$ cat src/rtl/pdt_pkg.sv
// ----------------------------------------------------------------------------
// pdt_pkg
// Types and constants shared by the persistent device tracker modules.
// ----------------------------------------------------------------------------
`default_nettype none

package pdt_pkg;

  localparam int ADDR_W  = 48;
  localparam int TIME_W  = 32;
  localparam int COUNT_W = 16;
  localparam int USED_W  = 7;
  localparam int IN_W    = 80;
  localparam int OUT_W   = 16;
  localparam int CFG_W   = 32;

  typedef logic [1:0] cfg_index_t;

  localparam cfg_index_t CFG_MIN_SIGHTINGS = 2'd0;
  localparam cfg_index_t CFG_MIN_AGE_MS    = 2'd1;
  localparam cfg_index_t CFG_STALE_MS      = 2'd2;

  localparam logic OP_SIGHTING = 1'b0;
  localparam logic OP_PURGE    = 1'b1;

  localparam logic [COUNT_W-1:0] MIN_SIGHTINGS_RST = 16'd3;
  localparam logic [TIME_W-1:0]  MIN_AGE_MS_RST    = 32'd300000;
  localparam logic [TIME_W-1:0]  STALE_MS_RST      = 32'd1800000;
  localparam logic [COUNT_W-1:0] COUNT_MAX         = 16'hFFFF;

  typedef struct packed {
    logic [ADDR_W-1:0]  addr;
    logic [TIME_W-1:0]  first_seen;
    logic [TIME_W-1:0]  last_seen;
    logic [COUNT_W-1:0] count;
    logic               flagged;
  } pdt_entry_t;

  typedef struct packed {
    logic load_item;
    logic issue;
    logic hit_latch;
    logic update;
    logic append;
    logic purge;
    logic purge_finish;
    logic load_result;
  } pdt_cmd_t;

  typedef struct packed {
    logic hit;
    logic walk_done;
    logic out_free;
  } pdt_status_t;

endpackage

`default_nettype wire

$ cat src/rtl/pdt_ctrl.sv
// ----------------------------------------------------------------------------
// pdt_ctrl
// Sequencer that walks the table for a sighting or a purge transaction.
// ----------------------------------------------------------------------------
`default_nettype none

module pdt_ctrl (
  input  wire logic                clk,
  input  wire logic                rst,
  input  wire logic                s_axis_tvalid,
  output logic                     s_axis_tready,
  input  wire logic                op,
  input  wire pdt_pkg::pdt_status_t status,
  output pdt_pkg::pdt_cmd_t        cmd
);

  import pdt_pkg::*;

  typedef enum logic [4:0] {
    ST_IDLE   = 5'b00001,
    ST_SCAN   = 5'b00010,
    ST_UPDATE = 5'b00100,
    ST_PURGE  = 5'b01000,
    ST_DONE   = 5'b10000
  } state_t;

  state_t state;
  state_t state_next;

  always_ff @(posedge clk) begin
    if (rst) begin
      state <= ST_IDLE;
    end else begin
      state <= state_next;
    end
  end

  always_comb begin
    state_next    = state;
    cmd           = '0;
    s_axis_tready = 1'b0;
    unique case (state)
      ST_IDLE: begin
        s_axis_tready = 1'b1;
        if (s_axis_tvalid) begin
          cmd.load_item = 1'b1;
          state_next    = (op == OP_PURGE) ? ST_PURGE : ST_SCAN;
        end
      end
      ST_SCAN: begin
        cmd.issue = 1'b1;
        if (status.hit) begin
          cmd.hit_latch = 1'b1;
          state_next    = ST_UPDATE;
        end else if (status.walk_done) begin
          cmd.append = 1'b1;
          state_next = ST_DONE;
        end
      end
      ST_UPDATE: begin
        cmd.update = 1'b1;
        state_next = ST_DONE;
      end
      ST_PURGE: begin
        cmd.issue = 1'b1;
        cmd.purge = 1'b1;
        if (status.walk_done) begin
          cmd.purge_finish = 1'b1;
          state_next       = ST_DONE;
        end
      end
      ST_DONE: begin
        if (status.out_free) begin
          cmd.load_result = 1'b1;
          state_next      = ST_IDLE;
        end
      end
      default: begin
        state_next = ST_IDLE;
      end
    endcase
  end

endmodule

`default_nettype wire

$ cat config.mk
export PLATFORM = sky130hd
export DESIGN_NAME = pdt_ctrl
export DESIGN_NICKNAME = d
export VERILOG_FILES = /design/src/rtl/pdt_pkg.sv /design/src/rtl/pdt_ctrl.sv
export SDC_FILE = /design/constraint.sdc
export NUM_CORES = 1
export LEC_CHECK = 0
export ABC_AREA = 1
export BUFFER_PORTS_ARGS = -buffer_cell sky130_fd_sc_hd__buf_2
export CORE_AREA = 3 3 40 42
export CTS_BUF_LIST = sky130_fd_sc_hd__clkbuf_4
export DETAILED_ROUTE_END_ITERATION = 16
export DIE_AREA = 0 0 43 45
export GPL_ROUTABILITY_DRIVEN = 1
export PLACE_DENSITY = 0.57
export REMOVE_ABC_BUFFERS = 1
export SYNTH_ARGS = -nofsm -noshare
export SYNTH_HDL_FRONTEND = slang
export SYNTH_SLANG_ARGS = --single-unit
$ cat constraint.sdc
create_clock -name clk -period 1.9 [get_ports clk]
set_clock_uncertainty 0.15 [all_clocks]
set_input_delay 0.38 -clock clk [delete_from_list [all_inputs] [get_ports clk]]
set_output_delay 0.38 -clock clk [all_outputs]
set_load 0.1 [all_outputs]
Word-level counts from Yosys, hierarchy flattened
Index checks and enable logic that the tools add are counted.

storage, ports and cells
  logic and storage cells = 29
  bits of input ports = 7
  output and inout port bits = 9
  flip-flop bits (word level) = 5
  memory bits (writable) = 0
  ROM bits = 0
  memories kept = 0
  bits in latches = 0

operators by class
  bitwise logic cells = 0
  multipliers = 0
  divide/modulo/power cells = 0
  muxes and demuxes = 19
  shifts and indexed selects = 0
  equal/unequal tests = 7
  add/subtract/negate cells = 0
  magnitude comparators = 0
  reductions and logical operators = 2

operator list
  cell                  number
  $pmux W5 S5           1
  $mux W5               4
  $mux W1               12
  $eq A5 B1 Y1 const B  1
  $eq A5 B2 Y1 const B  1
  $eq A5 B3 Y1 const B  1
  $eq A5 B4 Y1 const B  1
  $eq A5 B5 Y1 const B  1
  $mux W4               1
  $ne A2 B2 Y1 const B  2
  $mux W2               1
  $reduce_and A2 Y1     1
  $reduce_or A2 Y1      1

Logic depth before layout (Yosys ltp)
  word-level depth = 3
  gate-level depth with buffers = 9
  gate-level depth less buffers = 9

Least setup slack after synthesis
No wires, ideal clock.

  path type = reg-to-output
  start point = register state[1]
  end point = output port cmd[6] (netlist bit)
  cell stages (with the launch flop) = 5
  slack = -1.328 ns
  data required time = 1.370 ns
  data arrival time = 2.698 ns
  path buffers = 0
  path through = dfxtp_1 -> inv_2 -> nor2_2 -> inv_1 -> o21ai_0

RTL lines
  element                   RTL line        text
  start: declaration        pdt_ctrl.sv:27  state_t state;
  start signal: assignment  pdt_ctrl.sv:34  state <= state_next;
  end: declaration          pdt_ctrl.sv:14  output pdt_pkg::pdt_cmd_t cmd

==> results by group <==
Outcome
  • Status: complete, no violations

Floorplan
  • Ports: 16
  • DIE AREA: 1940 µm²
  • # rows: 13
  • Core ar.: 1280 µm²
  • Initial Util: 0.300
  • Die Ht: 45 µm
  • Die width: 43 µm

Min path
  • WHS Endpoint: state[1]
  • Min-delay src: rst
  • Worst hold path class: input pin to flip-flop
  • Hold Crit Depth: 2

STA
  • Final setup violation count: 0
  • Setup TNS: 0 ns
  • Tcrit/Tclk final: 0.954
  • Worst Tran Pin Value: 0.235 ns
  • Worst hold slack: 0.205 ns
  • RSZ-0062 raised after global routing: yes
  • Final Critical Period: 1.81 ns
  • Final hold violations: 0
  • Max Freq: 552 MHz
  • Slew Limit Fails: 0
  • Slew headroom: 0.843

Power and ir drop
  • Leakage: 0.360 nW
  • Power Density: 877 nW/µm²
  • Maximum vdd drop: 0.000746 V

GRT
  • Initial antenna violation count: 0
  • Tot GR Track Use: 0.101
  • Global-route wire length before repair: 1.47 mm
  • GR Overflow Total: 0
  • Largest net degree at the start of global routing: 7
  • Vias in the first global route: 405

Yosys
  • Synth unique cells: 14
  • Top_reg_cell synth: dfxtp_1
  • Most instantiated cells after synthesis: inv_1 (15), nand2_1 (9), nor2_1 (8)
  • Syn. warnings: 0
  • Ys async rst share: 0
  • Avg Synthesized Cell Area: 5.93 µm²
  • Cell with the most instances after synthesis: inv_1
  • Register bit count reported by yosys: 5
  • Synthesized area: 385 µm²
  • Count of flip-flops with a built-in enable after synthesis: 0
  • Top area cells in the synthesized netlist: dfxtp_1 (26%), inv_1 (15%), nor2_2 (9.7%)
  • Syn Inst Count: 65
  • Seq/Total Area, Yosys: 0.260
  • Yosys top cell by area: dfxtp_1
  • Yosys top cell area share: 0.260

Cells and area
  • Max reg flops: 5
  • Reg area: 105 µm²
  • Register with the most flip-flops: state
  • Final #Nets: 92
  • Area delta synth->final: 75.0%
  • # diodes: 0
  • Layout cells sized above 1: 0.476
  • Area of the multi-input gates: 239 µm²
  • Regs by FF count: state: 5 flops
  • Fillers: 126

Routing
  • 1st-iter DRT viols: 5
  • Via count: 438
  • Post-Route WL: 875 µm
  • Remaining DRCs: 0
  • DRT Pass-1 Iters: 3
  • Avg WL per Cell: 8.84 µm
  • Antenna Nets Post-Route: 0
  • DR vias/cell: 4.42

CTS
  • CTS tree: yes
  • Root Buffer: clkbuf_4
  • CTS sink count: 5
  • CTS Buf Count: 3
  • CTS Hold Bufs: 0
  • Post-CTS Setup Bufs: 0
  • Clock Tree Buf Depth: 2
  • Clock H-tree levels: 1
  • Clock-pin slew on the worst setup and hold paths: 0.04 ns
  • Clock latency on the worst-skew pair: 0.23 ns

Place
  • PortBufs: 15
  • HPWL after detailed placement: 742 µm
  • GP Congestion: 0.707

Worst setup path
  • Crit. End Element: output port
  • Reg2reg end: state[3]
  • Crit-path max FO: 3
  • Critical path type: flip-flop to output port
  • Worst Path Required: 1.37 ns
  • Critical path startpoint category: flip-flop
  • Arr. time, crit path: 1.28 ns
  • Worst reg2reg path depth: 9
  • Reg2reg setup slack: 0.65 ns
  • Reg2reg start: state[3]

Flow run
  • MaxCap Viol Count: 0
metrics by stage:
stage / std cells / util / area (µm²) / total power [mW] / setup slack [ns]
global route: 99 / 0.525 / 674 / 0.622 / -0.0103
CTS: 99 / 0.501 / 644 / 0.584 / 0.0143
detailed placement: 95 / 0.478 / 614 / 0.445 / 0.224
global placement: 95 / 0.478 / 614 / 0.445 / 0.260
floorplan: 65 / - / 385 / 0.345 / -1.33
finish: 99 / 0.525 / 674 / 0.591 / 0.0872
layout by cell type, fill, tap and decap left out, drive strengths merged:
cell / instances
inv: 19
clkbuf: 4
nor3: 1
nand4: 4
o21ai: 3
nand3: 7
nand2: 11
dfxtp: 5
nor2: 15
buf: 15
layer usage:
metal | track usage | part of all wire | vias to the layer above
li1 | - | - | 238
met1 | 0.120 | 0.45 | 187
met2 | 0.162 | 0.48 | 11
met3 | 0.0120 | 0.057 | 2
met4 | 0.0904 | 0.014 | 0
met5 | 0 | 0 | -
area by class of cell:
cell class                      instances  area share
Sequential cell                         5       0.156
Tap cell                               15      0.0278
Multi-Input combinational cell         41       0.354
Timing Repair Buffer                   15       0.312
Inverter                               19       0.106
Clock buffer                            4      0.0445
critical path: stages (launching register included):
cell and delay (ns):
dfxtp_4 0.37, inv_2 0.06, nor2_4 0.09, inv_1 0.06, nor2_2 0.16, nand2_2 0.08, inv_2 0.07, buf_12 0.17
power breakdown:
| group | switching (mW) | internal [mW] | total (mW) |
|---|---|---|---|
| Combinational | 0.213 | 0.109 | 0.322 |
| Clock | 0.0388 | 0.0933 | 0.132 |
| Sequential | 0.0192 | 0.118 | 0.137 |
logic make-up after synthesis:
logic type / synth area share
simple gates: 0.506
buf+inv: 0.185
flops: 0.260
compound gates: 0.0487
worst max-delay path by stage:
stage               depth (start not counted)      to     start  slack, ns
floorplan                                   4  cmd[6]  state[1]      -1.33
global route                                7  cmd[5]  state[1]      -0.01
finish                                      7  cmd[5]  state[1]       0.09
CTS                                         7  cmd[5]  state[1]       0.01
detailed placement                          5  cmd[6]  state[1]       0.22
global placement                            5  cmd[6]  state[1]       0.26
what timing repair did:
item	in CTS	in global routing
hold endpoints to repair	0	0
gates resized for setup	1	11
endpoints found under the setup margin	1	6
pin swaps	0	2
No activity file was read; power rests on OpenSTA's default activity.
